## src/rtl/bbe_pkg.sv

```systemverilog
`timescale 1ns / 1ps
package bbe_pkg;

  localparam int MAX_WIDTH_DEF = 1024;
  localparam int WIDTH_BITS    = 11;
  localparam int HEIGHT_BITS   = 13;
  localparam int CFG_BITS      = 13;
  localparam int HEIGHT_LIMIT  = 4096;
  localparam int WIDTH_RESET   = 640;
  localparam int HEIGHT_RESET  = 480;
  localparam int PIX_BITS      = 24;
  localparam int SUM_BITS      = 12;
  localparam int NUM_BITS      = 13;
  localparam int RECIP_SHIFT   = 16;

  localparam logic REG_WIDTH  = 1'b0;
  localparam logic REG_HEIGHT = 1'b1;

  localparam logic MODE_PIXEL = 1'b0;
  localparam logic MODE_FLUSH = 1'b1;

  // controller to datapath
  typedef struct packed {
    logic       load_px;
    logic       rd_en;
    logic       wr_en;
    logic       shift;
    logic       par;
    logic       sum_en;
    logic       mul_en;
    logic       out_load;
    logic [2:0] row_en;
    logic [2:0] col_en;
    logic       last;
    logic       eoi;
  } cmd_t;

  // floor(2^16 / (2*cnt)); the datapath fixes the low-by-one error
  function automatic logic [15:0] recip(input logic [3:0] cnt);
    logic [15:0] m;
    unique case (cnt)
      4'd1:    m = 16'd32768;
      4'd2:    m = 16'd16384;
      4'd3:    m = 16'd10922;
      4'd4:    m = 16'd8192;
      4'd5:    m = 16'd6553;
      4'd6:    m = 16'd5461;
      4'd7:    m = 16'd4681;
      4'd8:    m = 16'd4096;
      4'd9:    m = 16'd3640;
      default: m = 16'd0;
    endcase
    return m;
  endfunction

endpackage

```

## src/rtl/bbe_ctrl.sv

```systemverilog
`timescale 1ns / 1ps
module bbe_ctrl #(
  parameter int MAX_WIDTH = bbe_pkg::MAX_WIDTH_DEF
) (
  input  logic                          clk_i,
  input  logic                          rst_ni,
  input  logic                          in_valid_i,
  input  logic                          in_mode_i,
  output logic                          in_ready_o,
  input  logic                          cfg_we_i,
  input  logic                          cfg_addr_i,
  input  logic [bbe_pkg::CFG_BITS-1:0]  cfg_wdata_i,
  input  logic                          out_free_i,
  output bbe_pkg::cmd_t                 cmd_o,
  output logic [$clog2(MAX_WIDTH)-1:0]  addr_o
);

  localparam int AW = $clog2(MAX_WIDTH);
  localparam int CW = AW + 1;
  localparam int HB = bbe_pkg::HEIGHT_BITS;
  localparam int WB = bbe_pkg::WIDTH_BITS;

  typedef enum logic [3:0] {
    S_IDLE, S_PIX_RD, S_PIX_SH, S_FL_A0, S_FL_A1, S_FL_A2, S_FL_SH,
    S_SUM, S_MUL, S_OUT
  } state_e;

  state_e          state_q;
  logic [WB-1:0]   width_q;
  logic [HB-1:0]   height_q;
  logic [HB-1:0]   row_q;
  logic [AW-1:0]   col_q;
  logic [CW-1:0]   flush_q;
  logic [AW-1:0]   cur_c_q;
  logic            par_q;
  logic [2:0]      rmask_q;
  logic [2:0]      cmask_a_q;
  logic [2:0]      cmask_b_q;
  logic            need_a_q;
  logic            need_b_q;
  logic            last_a_q;
  logic            eoi_a_q;
  logic            cur_b_q;

  logic [CW-1:0]   eff_w;
  logic [HB-1:0]   eff_h;
  logic [CW-1:0]   col_next;
  logic [CW-1:0]   k_next;
  logic            accept;
  logic            pix_ok;
  logic            fl_ok;
  logic            r_ge1;

  always_comb begin
    if (width_q == '0) begin
      eff_w = CW'(1);
    end else if (32'(width_q) > 32'(MAX_WIDTH)) begin
      eff_w = CW'(MAX_WIDTH);
    end else begin
      eff_w = CW'(width_q);
    end
    if (height_q == '0) begin
      eff_h = HB'(1);
    end else if (32'(height_q) > 32'(bbe_pkg::HEIGHT_LIMIT)) begin
      eff_h = HB'(bbe_pkg::HEIGHT_LIMIT);
    end else begin
      eff_h = height_q;
    end
  end

  // a register write takes the idle cycle, so no transfer is taken with it
  assign in_ready_o = (state_q == S_IDLE) && !cfg_we_i;
  assign accept     = in_valid_i && in_ready_o;
  assign col_next   = CW'(col_q) + CW'(1);
  assign k_next     = flush_q + CW'(1);
  assign pix_ok     = (row_q < eff_h) && (CW'(col_q) < eff_w);
  assign fl_ok      = (row_q >= eff_h) && (flush_q < eff_w);
  assign r_ge1      = (row_q != '0);

  always_ff @(posedge clk_i or negedge rst_ni) begin
    if (!rst_ni) begin
      state_q   <= S_IDLE;
      width_q   <= WB'(bbe_pkg::WIDTH_RESET);
      height_q  <= HB'(bbe_pkg::HEIGHT_RESET);
      row_q     <= '0;
      col_q     <= '0;
      flush_q   <= '0;
      cur_c_q   <= '0;
      par_q     <= 1'b0;
      rmask_q   <= '0;
      cmask_a_q <= '0;
      cmask_b_q <= '0;
      need_a_q  <= 1'b0;
      need_b_q  <= 1'b0;
      last_a_q  <= 1'b0;
      eoi_a_q   <= 1'b0;
      cur_b_q   <= 1'b0;
    end else begin
      unique case (state_q)
        S_IDLE: begin
          if (cfg_we_i) begin
            if (cfg_addr_i == bbe_pkg::REG_WIDTH) begin
              width_q <= cfg_wdata_i[WB-1:0];
            end else begin
              height_q <= cfg_wdata_i;
            end
            row_q   <= '0;
            col_q   <= '0;
            flush_q <= '0;
          end else if (accept) begin
            par_q <= row_q[0];
            if (in_mode_i == bbe_pkg::MODE_PIXEL && pix_ok) begin
              cur_c_q   <= col_q;
              rmask_q   <= {1'b1, 1'b1, row_q >= HB'(2)};
              cmask_a_q <= {1'b1, 1'b1, col_q >= AW'(2)};
              cmask_b_q <= {1'b1, col_q != '0, 1'b0};
              need_a_q  <= r_ge1 && (col_q != '0);
              need_b_q  <= r_ge1 && (col_next == eff_w);
              last_a_q  <= !(r_ge1 && (col_next == eff_w));
              eoi_a_q   <= 1'b0;
              if (col_next >= eff_w) begin
                col_q <= '0;
                row_q <= row_q + HB'(1);
              end else begin
                col_q <= col_q + AW'(1);
              end
              state_q <= S_PIX_RD;
            end else if (in_mode_i == bbe_pkg::MODE_FLUSH && fl_ok) begin
              cur_c_q   <= flush_q[AW-1:0];
              rmask_q   <= {1'b0, 1'b1, eff_h >= HB'(2)};
              cmask_a_q <= {k_next < eff_w, 1'b1, flush_q != '0};
              cmask_b_q <= '0;
              need_a_q  <= 1'b1;
              need_b_q  <= 1'b0;
              last_a_q  <= 1'b1;
              eoi_a_q   <= (k_next == eff_w);
              if (k_next >= eff_w) begin
                row_q   <= '0;
                col_q   <= '0;
                flush_q <= '0;
              end else begin
                flush_q <= k_next;
              end
              state_q <= S_FL_A0;
            end
          end
        end
        S_PIX_RD: state_q <= S_PIX_SH;
        S_PIX_SH: begin
          if (need_a_q) begin
            cur_b_q <= 1'b0;
            state_q <= S_SUM;
          end else if (need_b_q) begin
            cur_b_q <= 1'b1;
            state_q <= S_SUM;
          end else begin
            state_q <= S_IDLE;
          end
        end
        S_FL_A0: state_q <= S_FL_A1;
        S_FL_A1: state_q <= S_FL_A2;
        S_FL_A2: state_q <= S_FL_SH;
        S_FL_SH: begin
          cur_b_q <= 1'b0;
          state_q <= S_SUM;
        end
        S_SUM: state_q <= S_MUL;
        S_MUL: state_q <= S_OUT;
        S_OUT: begin
          if (out_free_i) begin
            if (!cur_b_q && need_b_q) begin
              cur_b_q <= 1'b1;
              state_q <= S_SUM;
            end else begin
              state_q <= S_IDLE;
            end
          end
        end
        default: state_q <= S_IDLE;
      endcase
    end
  end

  always_comb begin
    cmd_o          = '0;
    cmd_o.load_px  = accept;
    cmd_o.par      = par_q;
    cmd_o.row_en   = rmask_q;
    cmd_o.col_en   = cur_b_q ? cmask_b_q : cmask_a_q;
    cmd_o.last     = cur_b_q ? 1'b1 : last_a_q;
    cmd_o.eoi      = cur_b_q ? 1'b0 : eoi_a_q;
    addr_o         = cur_c_q;
    unique case (state_q)
      S_PIX_RD: cmd_o.rd_en = 1'b1;
      S_PIX_SH: begin
        cmd_o.shift = 1'b1;
        cmd_o.wr_en = 1'b1;
      end
      S_FL_A0: begin
        cmd_o.rd_en = 1'b1;
        addr_o      = cur_c_q - AW'(1);
      end
      S_FL_A1: begin
        cmd_o.rd_en = 1'b1;
        cmd_o.shift = 1'b1;
      end
      S_FL_A2: begin
        cmd_o.rd_en = 1'b1;
        cmd_o.shift = 1'b1;
        addr_o      = cur_c_q + AW'(1);
      end
      S_FL_SH:  cmd_o.shift    = 1'b1;
      S_SUM:    cmd_o.sum_en   = 1'b1;
      S_MUL:    cmd_o.mul_en   = 1'b1;
      S_OUT:    cmd_o.out_load = out_free_i;
      default:  cmd_o.rd_en    = 1'b0;
    endcase
  end

endmodule

```

## config.mk

```make
export PLATFORM = sky130hd
export DESIGN_NAME = bbe_ctrl
export DESIGN_NICKNAME = d
export VERILOG_FILES = /design/src/rtl/bbe_pkg.sv /design/src/rtl/bbe_ctrl.sv
export SDC_FILE = /design/constraint.sdc
export NUM_CORES = 1
export LEC_CHECK = 0
export ABC_AREA = 1
export BUFFER_PORTS_ARGS = -buffer_cell sky130_fd_sc_hd__buf_2
export CAP_MARGIN = 20
export CORE_UTILIZATION = 55
export CTS_CLUSTER_DIAMETER = 60
export DETAILED_ROUTE_END_ITERATION = 10
export PLACE_DENSITY = 0.74
export SYNTH_ARGS = -nofsm -noshare
export SYNTH_HDL_FRONTEND = slang
export SYNTH_SLANG_ARGS = --single-unit
```

## constraint.sdc

```tcl
create_clock -name clk_i -period 8.2 [get_ports clk_i]
set_clock_uncertainty 0.15 [all_clocks]
set_input_delay 0.41 -clock clk_i [delete_from_list [all_inputs] [get_ports clk_i]]
set_output_delay 0.41 -clock clk_i [all_outputs]
set_load 0.05 [all_outputs]
```

==> results.json, run 1 <==
{
  "run_status": "complete, no violations",
  "start_kind": "flip-flop",
  "die_y_um": 113,
  "grt_overflow_total": 0,
  "max_stage_delay_ns": 0.59,
  "vias": 6176,
  "setup_viol": 0,
  "cts.sinks": 84,
  "worst_slew_pin_slew_ns": 0.948,
  "setup_tns_ns": 0,
  "synthFlopType": "dfrtp_1",
  "total_power_w": 0.00268,
  "dp_hpwl_um": 12500,
  "drcViolationCount": 0,
  "initial_core_util_pct": 56.3,
  "path_common_cell": "nand2_1",
  "ctsResizeCount": 0,
  "crit_type": "flip-flop to flip-flop",
  "power.density_mw_per_mm2": 365,
  "end_kind": "flip-flop",
  "pin_count": 47,
  "critPathTopFamily": "simple AND/OR/NAND/NOR gates",
  "port_buffers": 46,
  "slew_headroom_pct": 36.4,
  "grt_use_total_pct": 27.3,
  "clock.fmax_mhz": 245,
  "core_region_area_sq_mm": 0.0120,
  "final_hold_viol_count": 0,
  "post-place-ws_ns": 4.27,
  "ir_drop_v": 0.000191,
  "diodes": 0,
  "grt_pass1_vias": 5686,
  "synth_edf_count": 0,
  "clockBufferDepth": 2,
  "grt_pass1_wl_um": 27400,
  "wl_per_cell_um": 14.2,
  "slowest_stage": "nor2_1",
  "path_cells": "nor4_1 -> nand4_1 -> nand2_1 -> nand2_1 -> ha_1 -> a21o_1 -> o21bai_1 -> nand3_1 -> nor2_1 -> nand3_1 -> nand3_2 -> nand2_1 -> nand2_1",
  "cts_buffers": 9,
  "place_congestion": 0.984,
  "drtIter0Drc": 367,
  "hold_path_class": "input port to flip-flop",
  "ys_warn_count": 0,
  "nFillCells": 1157,
  "path_max_fanout": 14,
  "seq_area_frac_synth_pct": 31.2,
  "drv_slew": 0,
  "clock-root-buffer": "clkbuf_16",
  "post-route-worst-setup-slack_ns": 4.11,
  "drtAntennaViolNets": 0,
  "path_clk_slew_ns": 0.06,
  "h-tree-depth": 3,
  "syn_area_sq_mm": 0.00677,
  "arrival_ns": 4.23,
  "fin_nets": 1075,
  "drive_above_1_share_pct": 10.2,
  "area_growth_pct": 8.47,
  "min_period_ns": 4.09,
  "crit_required_ns": 8.34,
  "syn_nets": 1047,
  "dr.pass1.iters": 5,
  "final_cell_area_sq_mm": 0.00734,
  "clk_latency_ns": 0.35,
  "cts_tree": "built",
  "die_area_sq_mm": 0.0127,
  "ys_types": 42,
  "synth_cells": 954,
  "critical_path_buf_inv_count": 0,
  "ys_ff_latch": 84,
  "leakagePower_nw": 3.94,
  "rows": 40,
  "vias_per_cell": 5.45,
  "antenna_found_initial": 0,
  "grt_max_degree": 56,
  "async_flop_share_pct": 100,
  "drv_cap": 0,
  "period_share_pct": 49.8,
  "rsz0062_at_grt": "false",
  "placed_cell_area_sq_mm": 0.00703,
  "wl_um": 16100,
  "syn_avg_cell_area_sq_um": 7.09,
  "die_x_um": 113
}
-- cells in the mapped netlist, types with 2 or more instances --
library cell | instances | share of area (%)
clkbuf_1 | 12 | 0.67
mux2_2 | 9 | 1.5
o21bai_1 | 5 | 0.55
buf_6 | 2 | 0.33
a21o_1 | 2 | 0.22
nor2_1 | 77 | 4.3
dfstp_2 | 6 | 2.3
nor2_2 | 5 | 0.46
xor2_1 | 24 | 3.1
o21ai_0 | 53 | 3.9
nand4_1 | 44 | 4.1
ha_1 | 72 | 13
nand2_2 | 4 | 0.37
nor3_1 | 11 | 0.81
inv_2 | 8 | 0.44
xnor2_1 | 4 | 0.52
nor4_1 | 7 | 0.65
a21oi_1 | 33 | 2.4
inv_1 | 114 | 6.3
dfrtp_1 | 78 | 29
buf_4 | 7 | 0.78
o21ai_1 | 20 | 1.5
buf_2 | 12 | 0.89
nand2_1 | 271 | 15
nand3b_1 | 4 | 0.44
nand3_1 | 54 | 4.0
-- worst register-to-register path, cell delays in order, from the launching register on --
cell	delay [ns]
dfrtp_1	0.39
nor4_1	0.30
nand4_1	0.14
nand2_1	0.26
nand2_1	0.21
ha_1	0.39
a21o_1	0.19
o21bai_1	0.13
nand3_1	0.09
nor2_1	0.59
nand3_1	0.58
nand3_2	0.42
nand2_1	0.10
nand2_1	0.07
-- report_power, final --
part	switching, W	leakage, nW	internal [W]
registers	0.000123	1.07	0.000558
clock network	0.000164	0.150	0.000245
logic	0.00110	2.72	0.000489
-- cell type report --
type	count	area, sq um	share of cell area, %
clock inverters	5	61.3	0.835
multi-input cells	714	4020	54.7
clock buffers	11	243	3.31
well taps	147	184	2.51
inverters	123	462	6.29
repair buffers	50	265	3.61
flip-flops and latches	84	2110	28.7
-- sequential cells by signal, summed over array words and instances, names as in the netlist --
register,count
height_q,13
cur_c_q,10
cmask_b_q,2
cmask_a_q,2
width_q,11
par_q,1
last_a_q,1
cur_b_q,1
eoi_a_q,1
state_q,4
need_b_q,1
rmask_q,2
col_q,10
flush_q,11
need_a_q,1
row_q,13
-- routing by layer --
layer	wire length [um]	track usage, %
met5	0	0
met4	261	8.60
met3	828	4.28
met2	7010	42.0
met1	8010	39.4
-- final timing paths --
check	start	to	slack (ns)	cells past startpoint
max	width_q[6]	row_q[4]	4.11	13
min	cfg_wdata_i[11]	height_q[11]	0.12	3
max reg2reg	width_q[6]	row_q[4]	4.11	13
min reg2reg	last_a_q	last_a_q	0.32	2
max in group asynchronous	rst_ni	cur_c_q[1]	6.49	3
min in group asynchronous	rst_ni	height_q[1]	0.38	2
-- what timing repair did --
action,4_1_cts,5_1_grt
hold buffers,1,0
buffers inserted,0,0
hold endpoints to repair,25,0
-- cells by family after synthesis --
kind of cell / count (synthesis) / synth area share [%]
adder cells (fa/ha/maj): 73 / 13.6
flip-flops: 84 / 31.2
AO/OA/AOI/OAI: 120 / 9.60
AND/OR/NAND/NOR: 483 / 30.8
XOR/XNOR: 28 / 3.62
buffers and inverters: 156 / 9.49
multiplexers: 10 / 1.66
-- cell usage in the layout (no fill, tap or decap), types with 2 or more instances in the layout --
| cell type | netlist | routed |
|---|---|---|
| xnor2_1 | 4 | 4 |
| inv_2 | 8 | 8 |
| nand4_1 | 44 | 44 |
| o21ai_1 | 20 | 20 |
| nand3b_1 | 4 | 4 |
| buf_2 | 12 | 45 |
| ha_1 | 72 | 72 |
| o21bai_1 | 5 | 5 |
| nor2_1 | 77 | 77 |
| nor4_1 | 7 | 7 |
| nor2_2 | 5 | 5 |
| nand2_2 | 4 | 4 |
| xor2_1 | 24 | 24 |
| nand3_1 | 54 | 54 |
| inv_1 | 114 | 114 |
| dfrtp_1 | 78 | 78 |
| mux2_2 | 9 | 9 |
| a21oi_1 | 33 | 33 |
| buf_4 | 7 | 4 |
| nand2_1 | 271 | 271 |
| clkinv_4 | 0 | 3 |
| dfstp_2 | 6 | 6 |
| o21ai_0 | 53 | 53 |
| nor3_1 | 11 | 11 |
| clkbuf_16 | 0 | 9 |
| a21o_1 | 2 | 2 |
-- through the flow --
stage / hold slack [ns] / instances / utilization (%)
3_3_place_gp: 0.206 / 1117 / 58.5
6_report: 0.120 / 1134 / 61.1
5_1_grt: 0.147 / 1134 / 61.1
3_5_place_dp: 0.206 / 1117 / 58.5
2_1_floorplan: -0.0356 / 954 / -
4_1_cts: 0.113 / 1134 / 61.1
Note: power is estimated with default switching activity, not from simulation.
==> run 2: changes to the inputs <==
--- a/config.mk
+++ b/config.mk
@@ -11,7 +11,7 @@
 export CORE_UTILIZATION = 55
 export CTS_CLUSTER_DIAMETER = 60
 export DETAILED_ROUTE_END_ITERATION = 10
-export PLACE_DENSITY = 0.74
+export PLACE_DENSITY = 0.77
 export SYNTH_ARGS = -nofsm -noshare
 export SYNTH_HDL_FRONTEND = slang
 export SYNTH_SLANG_ARGS = --single-unit
==> constraint.sdc (replaced) <==
create_clock -name clk_i -period 3.63 [get_ports clk_i]
set_clock_uncertainty 0.15 [all_clocks]
set_input_delay 0.1815 -clock clk_i [delete_from_list [all_inputs] [get_ports clk_i]]
set_output_delay 0.1815 -clock clk_i [all_outputs]
set_load 0.05 [all_outputs]
==> run 2 against run 1 <==
Against the previous run:
- sequential cell count is the same
- critical path depth is the same
- die area is the same
==> results.json, run 2 (synthesis results as in run 1) <==
{
  "final_common_cell": "nand2_1",
  "post_cts_buffers": 0,
  "die_x_um": 113,
  "grt_pass1_vias": 5759,
  "slowest_stage": "dfrtp_1",
  "path_depth": 13,
  "grt_overflow_total": 0,
  "leakagePower_nw": 4.05,
  "die_y_um": 113,
  "clk_latency_ns": 0.35,
  "ir_drop_v": 0.000435,
  "min_period_ns": 3.32,
  "rows": 40,
  "cts.sinks": 84,
  "grt_use_total_pct": 28.1,
  "area_growth_pct": 12.2,
  "reg2reg_from": "flush_q[0]",
  "vias_per_cell": 5.51,
  "final_hold_viol_count": 0,
  "fin_nets": 1099,
  "clockBufferDepth": 2,
  "wl_um": 16800,
  "crit_required_ns": 3.30,
  "setup_viol": 0,
  "reg2reg_setup_slack_ns": 0.37,
  "r2r_end": "flush_q[1]",
  "path_clk_slew_ns": 0.06,
  "period_share_pct": 91.6,
  "core_region_area_sq_mm": 0.0120,
  "arrival_ns": 2.99,
  "critPathTopFamily": "compound AO/OA/AOI/OAI gates",
  "end_kind": "output pin",
  "path_max_fanout": 10,
  "holdCritStartpoint": "out_free_i",
  "drtIter0Drc": 532,
  "critical_path_buf_inv_count": 4,
  "drcViolationCount": 0,
  "crit_path_end": "addr_o[7]",
  "start_kind": "flip-flop",
  "drv_cap": 0,
  "vias": 6380,
  "place_congestion": 0.941,
  "dp_hpwl_um": 12600,
  "nFillCells": 1112,
  "grt_pass1_wl_um": 28300,
  "placed_cell_area_sq_mm": 0.00712,
  "drv_slew": 0,
  "grt_max_degree": 60,
  "drtAntennaViolNets": 0,
  "antenna_found_initial": 0,
  "final_cell_area_sq_mm": 0.00759,
  "path_cells": "inv_1 -> nor2_1 -> inv_1 -> nor2_1 -> inv_2 -> ha_1 -> a21oi_1 -> o21ai_0 -> a21oi_1 -> o21bai_1 -> xor2_1 -> o21ai_0 -> clkbuf_4",
  "whs_ns": 0.0334,
  "drive_above_1_share_pct": 11.5,
  "wl_per_cell_um": 14.5,
  "slew_headroom_pct": 42.3,
  "h-tree-depth": 3,
  "max_stage_delay_ns": 0.42,
  "crit_start": "state_q[2]",
  "cts_tree": "built",
  "setup_tns_ns": 0,
  "total_power_w": 0.00629,
  "rsz0062_at_grt": "false",
  "ff2ff_path_depth": 15,
  "reg.largest.list": "height_q x13, row_q x13",
  "cts_buffers": 9,
  "clock-root-buffer": "clkbuf_16",
  "worst_slew_pin_slew_ns": 0.862,
  "clock.fmax_mhz": 301,
  "hold_depth": 4,
  "pin_count": 47,
  "power.density_mw_per_mm2": 828,
  "hold_path_class": "input port to flip-flop",
  "dr.pass1.iters": 5,
  "diodes": 0,
  "initial_core_util_pct": 56.3,
  "port_buffers": 46,
  "crit_type": "flip-flop to output pin",
  "run_status": "complete, no violations",
  "die_area_sq_mm": 0.0127,
  "final_cell_mix": "270 x nand2_1, 113 x inv_1, 78 x dfrtp_1"
}
[run 2: cell count changes in the layout (fill, tap and decap cells not counted), moves of 3 or more]
cell	previous run	this run
dlygate4sd3_1	1	14
clkinv_4	3	0
clkinvlp_4	0	3
buf_4	4	14
[run 2: area by class of cell]
| cell class | count | area, sq um | share of cell area [%] |
|---|---|---|---|
| Sequential cell | 84 | 2110 | 27.8 |
| Timing Repair Buffer | 74 | 493 | 6.49 |
| Tap cell | 147 | 184 | 2.42 |
| Clock inverter | 6 | 87.6 | 1.15 |
| Clock buffer | 10 | 239 | 3.15 |
| Inverter | 123 | 462 | 6.08 |
| Multi-Input combinational cell | 714 | 4020 | 52.9 |
[run 2: how the worst min path moves through the flow]
stage	slack, ns	end
after floorplan	-0.26	cmask_a_q[0]
final	0.03	state_q[3]
after global placement	0.15	cur_c_q[8]
after CTS	0.03	state_q[3]
after detailed placement	0.15	cur_c_q[4]
after global routing	0.07	state_q[0]
[run 2: per-stage QoR]
| step | cells | setup WS, ns | util [%] |
|---|---|---|---|
| after global placement | 1128 | 0.395 | 59.3 |
| after global routing | 1158 | 0.0109 | 63.2 |
| after CTS | 1158 | 0.224 | 63.2 |
| final | 1158 | 0.306 | 63.2 |
| after floorplan | 954 | 0.288 | - |
| after detailed placement | 1128 | 0.366 | 59.3 |
[run 2: timing repair]
item | in CTS | in global routing
endpoints found under the hold margin | 82 | 0
endpoints found under the setup margin | 0 | 28
hold buffers | 14 | 0
gates resized for setup | 0 | 4
[run 2: worst min-delay path: cells and delay by family]
family	cells	cell delay (ns)
and+or+nand+nor	2	0.21
buffers and inverters	2	0.11
[run 2: report_power, final]
part / total [W] / internal [W] / switching [W]
logic: 0.00374 / 0.00117 / 0.00256
registers: 0.00154 / 0.00126 / 0.000278
clock network: 0.00101 / 0.000620 / 0.000391
total: 0.00629 / 0.00305 / 0.00323
[run 2: routing by layer]
metal	up-vias	GRT usage (%)	part of all wire, %
met3	30	5.25	5.8
li1	3241	-	-
met2	188	43.2	44
met1	2921	40.2	48
met4	0	8.95	1.8
met5	-	0	0
